**src/design/owrse_pkg.sv**
```systemverilog
// Package for the 1-Wire SEARCH ROM decision core: field widths, codes,
// stream packing constants and the Dallas CRC-8 byte update.
// Depends on nothing; imported by one_wire_rom_search_engine, owrse_search_checker and the testbench.
`default_nettype none

package owrse_pkg;

  // Operation codes carried on s_tuser
  localparam logic OP_START = 1'b0;
  localparam logic OP_BIT   = 1'b1;

  // Result status codes
  localparam logic [1:0] STATUS_OK       = 2'd0;
  localparam logic [1:0] STATUS_MORE     = 2'd1;
  localparam logic [1:0] STATUS_BOTH_ONE = 2'd2;
  localparam logic [1:0] STATUS_CRC_BAD  = 2'd3;

  // Field widths
  localparam int MASK_W   = 8;
  localparam int BYTE_W   = 8;
  localparam int INDEX_W  = 3;
  localparam int STATUS_W = 2;
  localparam int COUNT_W  = 6;

  // Index of the byte that carries the CRC
  localparam logic [INDEX_W-1:0] LAST_BYTE = 3'd7;
  // Bit position within a byte of its final bit
  localparam logic [2:0] BYTE_LAST_BIT = 3'd7;

  // Reflected CRC-8 polynomial (x^8 + x^5 + x^4 + 1)
  localparam logic [7:0] CRC_POLY = 8'h8C;

  // Stream data widths, padded to whole bytes
  localparam int IN_DATA_W  = 16;
  localparam int OUT_DATA_W = 16;

  // One CRC-8 update over a byte, LSB first
  function automatic logic [7:0] crc8_byte(input logic [7:0] crc_in,
                                           input logic [7:0] data_in);
    logic [7:0] crc;
    logic [7:0] data;
    logic       mix;
    crc  = crc_in;
    data = data_in;
    for (int k = 0; k < BYTE_W; k++) begin
      mix  = crc[0] ^ data[0];
      crc  = crc >> 1;
      if (mix) begin
        crc = crc ^ CRC_POLY;
      end
      data = data >> 1;
    end
    return crc;
  endfunction

endpackage

`default_nettype wire

```
**src/design/one_wire_rom_search_engine.sv**
```systemverilog
// Top level of the 1-Wire SEARCH ROM decision core with CRC-8 check.
// Depends on owrse_pkg (codes, widths, crc8_byte).
//
// Accepts one item per cycle while s_tready is high. A start item (s_tuser = 0)
// loads the branch mask and opens a search; it gives no result. Each bit-pair
// item during a search gives exactly one result, in the next cycle, in the
// output register: the direction bit to write back, and on every eighth bit
// the completed ID byte. The 64th bit, or a pair of two ones, closes the
// search with m_tlast set and the final status. Bit pairs while idle are
// dropped. A single output register sets the rate: s_tready stays high while
// that register is empty or being taken, so the sustained rate is one item
// per cycle; the CRC update is an 8-step combinational pass over one byte.
`default_nettype none

module one_wire_rom_search_engine (
  input  wire                             clk,
  input  wire                             rst,
  // Input stream
  input  wire                             s_tvalid,
  output logic                            s_tready,
  // s_tdata: [7:0] branch_mask, [8] id_bit, [9] complement_bit, [15:10] zero
  input  wire  [owrse_pkg::IN_DATA_W-1:0] s_tdata,
  // s_tuser: [0] operation
  input  wire                             s_tuser,
  // Result stream
  output logic                            m_tvalid,
  input  wire                             m_tready,
  // m_tdata: [0] direction_bit, [1] byte_valid, [4:2] byte_index,
  //          [12:5] id_byte, [14:13] status, [15] zero
  output logic [owrse_pkg::OUT_DATA_W-1:0] m_tdata,
  output logic                            m_tlast
);

  import owrse_pkg::*;

  // Search state
  logic [MASK_W-1:0]  mask_shift, mask_shift_next;
  logic [COUNT_W-1:0] bit_count, bit_count_next;
  logic [BYTE_W-1:0]  byte_shift, byte_shift_next;
  logic [BYTE_W-1:0]  crc_reg, crc_reg_next;
  logic               more_flag, more_flag_next;
  logic               active, active_next;

  // Input fields
  logic              in_op;
  logic [MASK_W-1:0] in_mask;
  logic              in_id;
  logic              in_comp;
  logic              s_accept;

  // Result of the current item
  logic                has_result;
  logic                res_dir;
  logic                res_byte_valid;
  logic [INDEX_W-1:0]  res_index;
  logic [BYTE_W-1:0]   res_byte;
  logic                res_last;
  logic [STATUS_W-1:0] res_status;
  logic [BYTE_W-1:0]   shifted;

  assign in_op    = s_tuser;
  assign in_mask  = s_tdata[MASK_W-1:0];
  assign in_id    = s_tdata[MASK_W];
  assign in_comp  = s_tdata[MASK_W+1];

  assign s_tready = !m_tvalid || m_tready;
  assign s_accept = s_tvalid && s_tready;

  // Per-item decision logic
  always_comb begin
    mask_shift_next = mask_shift;
    bit_count_next  = bit_count;
    byte_shift_next = byte_shift;
    crc_reg_next    = crc_reg;
    more_flag_next  = more_flag;
    active_next     = active;
    has_result      = 1'b0;
    res_dir         = 1'b0;
    res_byte_valid  = 1'b0;
    res_index       = '0;
    res_byte        = '0;
    res_last        = 1'b0;
    res_status      = STATUS_OK;
    shifted         = byte_shift;
    if (s_accept) begin
      if (in_op == OP_START) begin
        mask_shift_next = in_mask;
        bit_count_next  = '0;
        byte_shift_next = '0;
        crc_reg_next    = '0;
        more_flag_next  = 1'b0;
        active_next     = 1'b1;
      end else if (active) begin
        has_result = 1'b1;
        if (in_id && in_comp) begin
          // no device answered: abort
          res_last    = 1'b1;
          res_status  = STATUS_BOTH_ONE;
          active_next = 1'b0;
        end else begin
          if (in_id != in_comp) begin
            res_dir = in_id;
          end else begin
            // discrepancy: take next mask bit
            res_dir         = mask_shift[0];
            mask_shift_next = mask_shift >> 1;
            if (!mask_shift[0]) begin
              more_flag_next = 1'b1;
            end
          end
          shifted        = {res_dir, byte_shift[BYTE_W-1:1]};
          bit_count_next = bit_count + COUNT_W'(1);
          if (bit_count[2:0] == BYTE_LAST_BIT) begin
            res_byte_valid  = 1'b1;
            res_index       = bit_count[COUNT_W-1:3];
            res_byte        = shifted;
            byte_shift_next = '0;
            if (res_index != LAST_BYTE) begin
              crc_reg_next = crc8_byte(crc_reg, shifted);
            end else begin
              res_last    = 1'b1;
              active_next = 1'b0;
              if (crc_reg != shifted) begin
                res_status = STATUS_CRC_BAD;
              end else if (more_flag) begin
                res_status = STATUS_MORE;
              end else begin
                res_status = STATUS_OK;
              end
            end
          end else begin
            byte_shift_next = shifted;
          end
        end
      end
    end
  end

  // State registers
  always_ff @(posedge clk) begin
    if (rst) begin
      mask_shift <= '0;
      bit_count  <= '0;
      byte_shift <= '0;
      crc_reg    <= '0;
      more_flag  <= 1'b0;
      active     <= 1'b0;
    end else begin
      mask_shift <= mask_shift_next;
      bit_count  <= bit_count_next;
      byte_shift <= byte_shift_next;
      crc_reg    <= crc_reg_next;
      more_flag  <= more_flag_next;
      active     <= active_next;
    end
  end

  // Output register
  always_ff @(posedge clk) begin
    if (rst) begin
      m_tvalid <= 1'b0;
    end else if (s_tready) begin
      m_tvalid <= s_accept && has_result;
    end
  end

  always_ff @(posedge clk) begin
    if (s_accept && has_result) begin
      m_tdata <= {1'b0, res_status, res_byte, res_index, res_byte_valid, res_dir};
      m_tlast <= res_last;
    end
  end

  // Checks
  a_ready_after_reset: assert property (@(posedge clk) rst |=> s_tready)
    else $error("s_tready low right after reset");

  a_last_goes_idle: assert property (@(posedge clk) disable iff (rst)
    (s_accept && has_result && res_last) |=> !active)
    else $error("search still active after final result");

  a_status_only_last: assert property (@(posedge clk) disable iff (rst)
    (m_tvalid && m_tdata[14:13] != STATUS_OK) |-> m_tlast)
    else $error("nonzero status on a result that is not last");

  a_byte_fields_zero: assert property (@(posedge clk) disable iff (rst)
    (m_tvalid && !m_tdata[1]) |-> (m_tdata[12:2] == '0))
    else $error("byte fields set without byte_valid");

  a_idle_no_result: assert property (@(posedge clk) disable iff (rst)
    (s_accept && !active && in_op == OP_BIT) |=> !m_tvalid)
    else $error("result produced for bit pair while idle");

endmodule

`default_nettype wire

```
**config.mk**
```make
export PLATFORM = sky130hd
export DESIGN_NAME = one_wire_rom_search_engine
export DESIGN_NICKNAME = d
export VERILOG_FILES = /design/src/design/owrse_pkg.sv /design/src/design/one_wire_rom_search_engine.sv
export SDC_FILE = /design/constraint.sdc
export NUM_CORES = 1
export LEC_CHECK = 0
export BUFFER_PORTS_ARGS = -buffer_cell sky130_fd_sc_hd__clkbuf_2
export CELL_PAD_IN_SITES_DETAIL_PLACEMENT = 0
export CELL_PAD_IN_SITES_GLOBAL_PLACEMENT = 1
export CORE_AREA = 2 2 80 82
export CTS_CLUSTER_SIZE = 12
export DETAILED_ROUTE_END_ITERATION = 12
export DIE_AREA = 0 0 82 84
export MAX_ROUTING_LAYER = met4
export PLACE_DENSITY = 0.76
export SLEW_MARGIN = 20
export SYNTH_ARGS = -nofsm -noshare
export SYNTH_HDL_FRONTEND = slang
export SYNTH_SLANG_ARGS = --single-unit
```
**constraint.sdc**
```tcl
create_clock -name clk -period 2.15 [get_ports clk]
set_input_delay 0.43 -clock clk [delete_from_list [all_inputs] [get_ports clk]]
set_output_delay 0.43 -clock clk [all_outputs]
set_load 0.05 [all_outputs]
```
; ---- Yosys cells after proc, flatten, opt, wreduce, memory -nomap -nowiden
; Index checks and enable logic that the tools add are counted.
[totals]
output_inout_bits = 19
ff_bits = 49
input_bits = 21
elab_cells = 149
[classes]
bitwise_logic = 20
reduce_logical = 13
mux = 93
addsub = 1
eq_ne = 10
[op_table]
columns = cell, count
row1 = two-way mux 8 bit, 63
row2 = NOT 2 -> 3 bit, 8
row3 = two-way mux 1 bit, 23
row4 = two-way mux 6 bit, 3
row5 = AND reduction 5 bit, 2
row6 = two-way mux 2 bit, 4
row7 = inequality test 8 bit, 1
row8 = XOR 1 bit, 8
row9 = adder 6 x 1 -> 6 bit (second input constant), 1
row10 = inequality test 2 x 1 -> 1 bit (second input constant), 3
row11 = inequality test 2 bit (second input constant), 3
row12 = AND reduction 3 bit, 2
row13 = OR reduction 6 bit, 1
row14 = OR reduction 5 bit, 1
row15 = NOT 1 bit, 4
row16 = AND reduction 4 bit, 1
row17 = OR reduction 4 bit, 1
row18 = == test 3 bit (second input constant), 1
row19 = logical AND 1 bit, 3
row20 = inequality test 3 bit (second input constant), 1
row21 = logical NOT 1 bit, 1
row22 = logical OR 1 bit, 1
row23 = inequality test 1 bit, 1

; ---- Logic depth before layout (Yosys ltp)
[depth]
ltp_word = 63
depth_mapped = 7
depth_no_buf = 7

; ---- Least setup slack after synthesis
; Ideal clock, no wire load.
[synth_path]
path_type = flip-flop to flip-flop
start = register m_tvalid
end = register m_tdata[0] (netlist bit) (enable)
setup_ns = 0.364
required_ns = 1.786
stages_incl_launch_ff = 5
n_path_buf = 0
synth_period_minus_slack_ns = 2.158
arrival_ns = 1.794
slack_ns = -0.008
path_cell_list = dfxtp_1 > and2b_1 > inv_1 > nand4_1 > inv_1
[synth_via]
elab_chain_cells = 5
[synth_rtl]
columns = element, line_no
row1 = start: declaration, one_wire_rom_search_engine.sv:26  ; output logic m_tvalid,
row2 = start signal: assignment, one_wire_rom_search_engine.sv:163  ; m_tvalid <= s_accept && has_result;
row3 = logical NOT 1 bit, one_wire_rom_search_engine.sv:66  ; assign s_tready = !m_tvalid || m_tready;
row4 = logical OR 1 bit, one_wire_rom_search_engine.sv:66
row5 = net s_tready, one_wire_rom_search_engine.sv:20  ; output logic s_tready,
row6 = logical AND 1 bit, one_wire_rom_search_engine.sv:67  ; assign s_accept = s_tvalid && s_tready;
row7 = two-way mux 1 bit, one_wire_rom_search_engine.sv:85  ; if (s_accept) begin
row8 = net has_result, one_wire_rom_search_engine.sv:52  ; logic has_result;
row9 = logical AND 1 bit, one_wire_rom_search_engine.sv:168  ; if (s_accept && has_result) begin
row10 = end signal: assignment, one_wire_rom_search_engine.sv:169  ; m_tdata <= {1'b0, res_status, res_byte, res_index, res_byte_valid, res_dir};
row11 = end: declaration, one_wire_rom_search_engine.sv:30  ; output logic [owrse_pkg::OUT_DATA_W-1:0] m_tdata,
; The timed path passes the listed nets, and every way through them passes these cells.
; A chain may end at the register's enable or synchronous reset.

; ---- Worst setup path in the final report
[layout_path]
start = input s_tdata[8] (netlist bit)
end = register m_tdata[13] (netlist bit) (data pin)
[layout_via]
elab_chain_cells = 8
word_cells_on_any_way = 10
cone_classes = 2 x eq/ne / 6 x mux / 2 x reduce/logical
[layout_rtl]
columns = element, line_no
row1 = start: declaration, one_wire_rom_search_engine.sv:22  ; input wire [owrse_pkg::IN_DATA_W-1:0] s_tdata,
row2 = inequality test 1 bit, one_wire_rom_search_engine.sv:101  ; if (in_id != in_comp) begin
row3 = two-way mux 1 bit, one_wire_rom_search_engine.sv:101
row4 = two-way mux 1 bit, one_wire_rom_search_engine.sv:95  ; if (in_id && in_comp) begin
row5 = two-way mux 1 bit, one_wire_rom_search_engine.sv:93  ; end else if (active) begin
row6 = two-way mux 1 bit, one_wire_rom_search_engine.sv:86  ; if (in_op == OP_START) begin
row7 = two-way mux 1 bit, one_wire_rom_search_engine.sv:85
row8 = inequality test 8 bit, one_wire_rom_search_engine.sv:123  ; if (crc_reg != shifted) begin
row9 = two-way mux 2 bit, one_wire_rom_search_engine.sv:123
; Several ways; a longest one is shown, not always the timed one. The select of a mux whose other input is x is not followed.

==> impl_metrics.prom <==
# TYPE chip_impl_metric gauge
chip_impl_metric{name="final_antenna_net_count",unit=""} 0
chip_impl_metric{name="num_rows",unit=""} 29
chip_impl_metric{name="synth_sequential_area_ratio",unit="%"} 49.9
chip_impl_info{name="ys_top_cells_by_area",value="dfxtp_1 29%, edfxtp_1 21%, xnor2_1 5.5%"} 1
chip_impl_metric{name="top_level_ports",unit=""} 40
chip_impl_metric{name="gpl.final_weighted_congestion",unit=""} 0.794
chip_impl_metric{name="core-area",unit="mm2"} 0.00610
chip_impl_info{name="tritoncts",value="yes"} 1
chip_impl_metric{name="vias",unit=""} 1637
chip_impl_metric{name="die_span_x",unit="um"} 82
chip_impl_metric{name="synth_fp_nets",unit=""} 242
chip_impl_metric{name="grt_max_degree",unit=""} 17
chip_impl_metric{name="critPathRequiredTime",unit="ns"} 2.21
chip_impl_info{name="min-delay-path-class",value="input port to flip-flop"} 1
chip_impl_metric{name="post-route-worst-setup-slack",unit="ns"} 0.257
chip_impl_info{name="status",value="complete, no violations"} 1
chip_impl_metric{name="worst_hold_path.num_cells",unit=""} 3
chip_impl_metric{name="pwr_density_cell",unit="mW/mm2"} 667
chip_impl_metric{name="synth_top_area_share",unit="%"} 28.5
chip_impl_metric{name="synthDistinctLibCells",unit=""} 46
chip_impl_metric{name="wire_per_inst",unit="um"} 12.4
chip_impl_metric{name="final-setup-viol-count",unit=""} 0
chip_impl_metric{name="post_cts.resized_instances",unit=""} 0
chip_impl_metric{name="largest_register_ffs",unit=""} 15
chip_impl_metric{name="total_detailed_routing_wirelength",unit="um"} 4240
chip_impl_metric{name="use_met1",unit="%"} 17.5
chip_impl_metric{name="maxClockFrequency",unit="MHz"} 528
chip_impl_metric{name="cts-root-to-sink-buffers",unit=""} 2
chip_impl_info{name="grt-busiest-layer",value="met2"} 1
chip_impl_metric{name="synth-async-reset-ratio",unit="%"} 0
chip_impl_metric{name="ir_worst_vdd",unit="uV"} 252
chip_impl_metric{name="drive_above_1_share",unit="%"} 24.6
chip_impl_metric{name="worstSkewPairLatency",unit="ns"} 0.30
chip_impl_metric{name="dr.pass1.iters",unit=""} 4
chip_impl_metric{name="io_buffer_count",unit=""} 32
chip_impl_metric{name="post_cts.repair.setup_buffers",unit=""} 0
chip_impl_metric{name="cts.sink_count",unit=""} 48
chip_impl_info{name="grt_setup_unrepaired",value="no"} 1
chip_impl_metric{name="cts.htree.levels",unit=""} 2
chip_impl_metric{name="fin_setup_tns",unit="ns"} 0
chip_impl_metric{name="preCtsSetupSlack",unit="ns"} -0.0706
chip_impl_info{name="layout.cells.most_common_list",value="32 x dfxtp_1, 32 x clkbuf_2, 27 x nor2_1"} 1
chip_impl_metric{name="post_synth.cell_area_avg",unit="um2"} 10.3
chip_impl_metric{name="cts-hold-fix-buffers",unit=""} 0
chip_impl_info{name="timing.rr.start",value="bit_count[0]$_SDFFE_PP0P_"} 1
chip_impl_metric{name="post-route-period-util",unit="%"} 88.1
chip_impl_metric{name="grt_util_all_layers",unit="%"} 13.9
chip_impl_metric{name="number_of_synthesized_register_bits",unit=""} 48
chip_impl_metric{name="critical_path.max_fanout",unit=""} 2
chip_impl_metric{name="place_hpwl",unit="um"} 3200
chip_impl_info{name="worst_r2r_endpoint",value="crc_reg[6]$_SDFFE_PP0P_"} 1
chip_impl_metric{name="global_route.usage.met2",unit="%"} 21.7
chip_impl_metric{name="drc",unit=""} 0
chip_impl_info{name="clockRootBuffer",value="clkbuf_8"} 1
chip_impl_metric{name="antenna_cells",unit=""} 0
chip_impl_info{name="timing.hold.worst_endpoint",value="mask_shift[7]$_SDFFE_PP0P_"} 1
chip_impl_metric{name="finalHoldViolations",unit=""} 0
chip_impl_metric{name="overflow_after_grt",unit=""} 0
chip_impl_metric{name="fin_crit",unit="ns"} 1.89
chip_impl_metric{name="timing.final.max_slew_violations",unit=""} 0
chip_impl_metric{name="syn-cell-area",unit="mm2"} 0.00225
chip_impl_metric{name="area.growth.synth_to_final",unit="%"} 19.4
chip_impl_metric{name="synth-edff-count",unit=""} 16
chip_impl_metric{name="dieArea",unit="mm2"} 0.00689
chip_impl_metric{name="number_of_global_route_vias_before_repair",unit=""} 1506
chip_impl_info{name="timing_worst_setup_path_type",value="input port to flip-flop"} 1
chip_impl_metric{name="fillers",unit=""} 607
chip_impl_info{name="ys.flop_type",value="dfxtp_1"} 1
chip_impl_metric{name="worst_r2r_path_depth",unit=""} 7
chip_impl_metric{name="setup.reg_to_reg.worst_slack",unit="ns"} 0.35
chip_impl_metric{name="yosys_warnings",unit=""} 0
chip_impl_metric{name="grt_antenna_before_repair",unit=""} 0
chip_impl_metric{name="synth_cells",unit=""} 218
chip_impl_info{name="worstSetupStartpointType",value="input port"} 1
chip_impl_metric{name="critical_path_arrival",unit="ns"} 1.95
chip_impl_metric{name="gr-usage-met3",unit="%"} 2.92
chip_impl_metric{name="first_pass_grt_wire_length",unit="um"} 7130
chip_impl_metric{name="worst_setup_hold_path_clk_slew",unit="ns"} 0.09
chip_impl_metric{name="finalNetCount",unit=""} 287
chip_impl_metric{name="initial_detailed_routing_violation_count",unit=""} 68
chip_impl_metric{name="y_dimension_of_the_die",unit="um"} 84
chip_impl_info{name="critPathCaptureType",value="flip-flop"} 1
chip_impl_metric{name="initial_utilization",unit="%"} 36.9
chip_impl_metric{name="timing.max_cap.violations",unit=""} 0
chip_impl_metric{name="cts_made_buffers",unit=""} 5
chip_impl_metric{name="timing.clock.skew",unit="ns"} 0.00552
chip_impl_info{name="hold_path.startpoint",value="s_tdata[7]"} 1
chip_impl_metric{name="vias_per_cell",unit=""} 4.80
chip_impl_metric{name="cell_leakage_power",unit="nW"} 1.10
chip_impl_info{name="post-synth-top-area-cell",value="dfxtp_1"} 1
## cell usage after synthesis (all sizes together) (2+ instances only)
master / n
a211oi: 8
a21oi: 15
a22oi: 5
and2: 11
and3: 7
buf: 4
clkbuf: 4
dfxtp: 32
edfxtp: 16
ha: 3
inv: 9
mux2i: 8
nand2: 11
nand2b: 2
nand4: 3
nor2: 28
nor3: 4
o21a: 3
o21ai: 6
or3: 2
xnor2: 16
xor2: 5
## cell type report
cell class / instances / area, um2 / area share (%)
clock buffer: 5 / 68.8 / 2.57
clock inverter: 3 / 42.5 / 1.59
inverter: 9 / 37.5 / 1.40
multi-input combinational: 153 / 1050 / 39.2
sequential: 48 / 1120 / 41.8
tap: 77 / 96.3 / 3.59
timing repair buffer: 46 / 265 / 9.89
## worst max path at each step
stage,endpoint,slack (ns),from,depth (start not counted)
after floorplan,m_tdata[0]$_SDFFCE_PP0P_,0.04,m_tvalid$_SDFFE_PP0N_,4
after global placement,m_tdata[13]$_SDFFCE_PP0P_,-0.02,s_tdata[8],7
after detailed placement,m_tdata[13]$_SDFFCE_PP0P_,-0.07,s_tdata[8],7
after CTS,m_tdata[13]$_SDFFCE_PP0P_,0.24,s_tdata[8],7
after global routing,m_tdata[13]$_SDFFCE_PP0P_,0.04,s_tdata[8],7
final,m_tdata[13]$_SDFFCE_PP0P_,0.26,s_tdata[8],7
## stage by stage
stage / utilization (%) / hold WS [ns] / cells / power [mW] / instance area [um2]
finish: 44.0 / 0.349 / 341 / 1.79 / 2680
global placement: 42.2 / 0.454 / 333 / 1.16 / 2570
CTS: 44.0 / 0.342 / 341 / 1.81 / 2680
global route: 44.0 / 0.361 / 341 / 1.86 / 2680
detailed placement: 42.2 / 0.465 / 333 / 1.16 / 2570
floorplan: - / 0.437 / 218 / 1.10 / 2250
## cells by family (layout without fill, tap and decap cells)
family,after synthesis,after routing,synth area share (%)
and+or+nand+nor,77,77,18.4
DFF,48,48,49.9
AOI/OAI and AO/OA,41,41,11.8
xor gates and xnor gates,23,23,11.0
buffers and inverters,17,63,3.34
muxes,8,8,3.73
adders and majority gates,3,3,1.67
other,1,1,0.167
## critical path, cell delays in order
cell      delay, ns
clkbuf_2       0.09
ha_1           0.31
mux2i_2        0.28
xnor2_1        0.11
nor4b_1        0.29
nand4_1        0.18
o211a_1        0.26
## layer usage
layer,share of wire (%),vias up
li1,-,850
met1,48,742
met2,46,40
met3,4.6,5
met4,1.6,0
met5,0,-
## power breakdown
group / total (mW) / leakage [nW] / switching [mW] / internal [mW]
clock network: 0.647 / 0.0541 / 0.303 / 0.344
logic: 0.181 / 0.619 / 0.102 / 0.0785
registers: 0.962 / 0.431 / 0.0119 / 0.950
total: 1.79 / 1.10 / 0.417 / 1.37
Note: power is estimated with default switching activity, not from simulation.
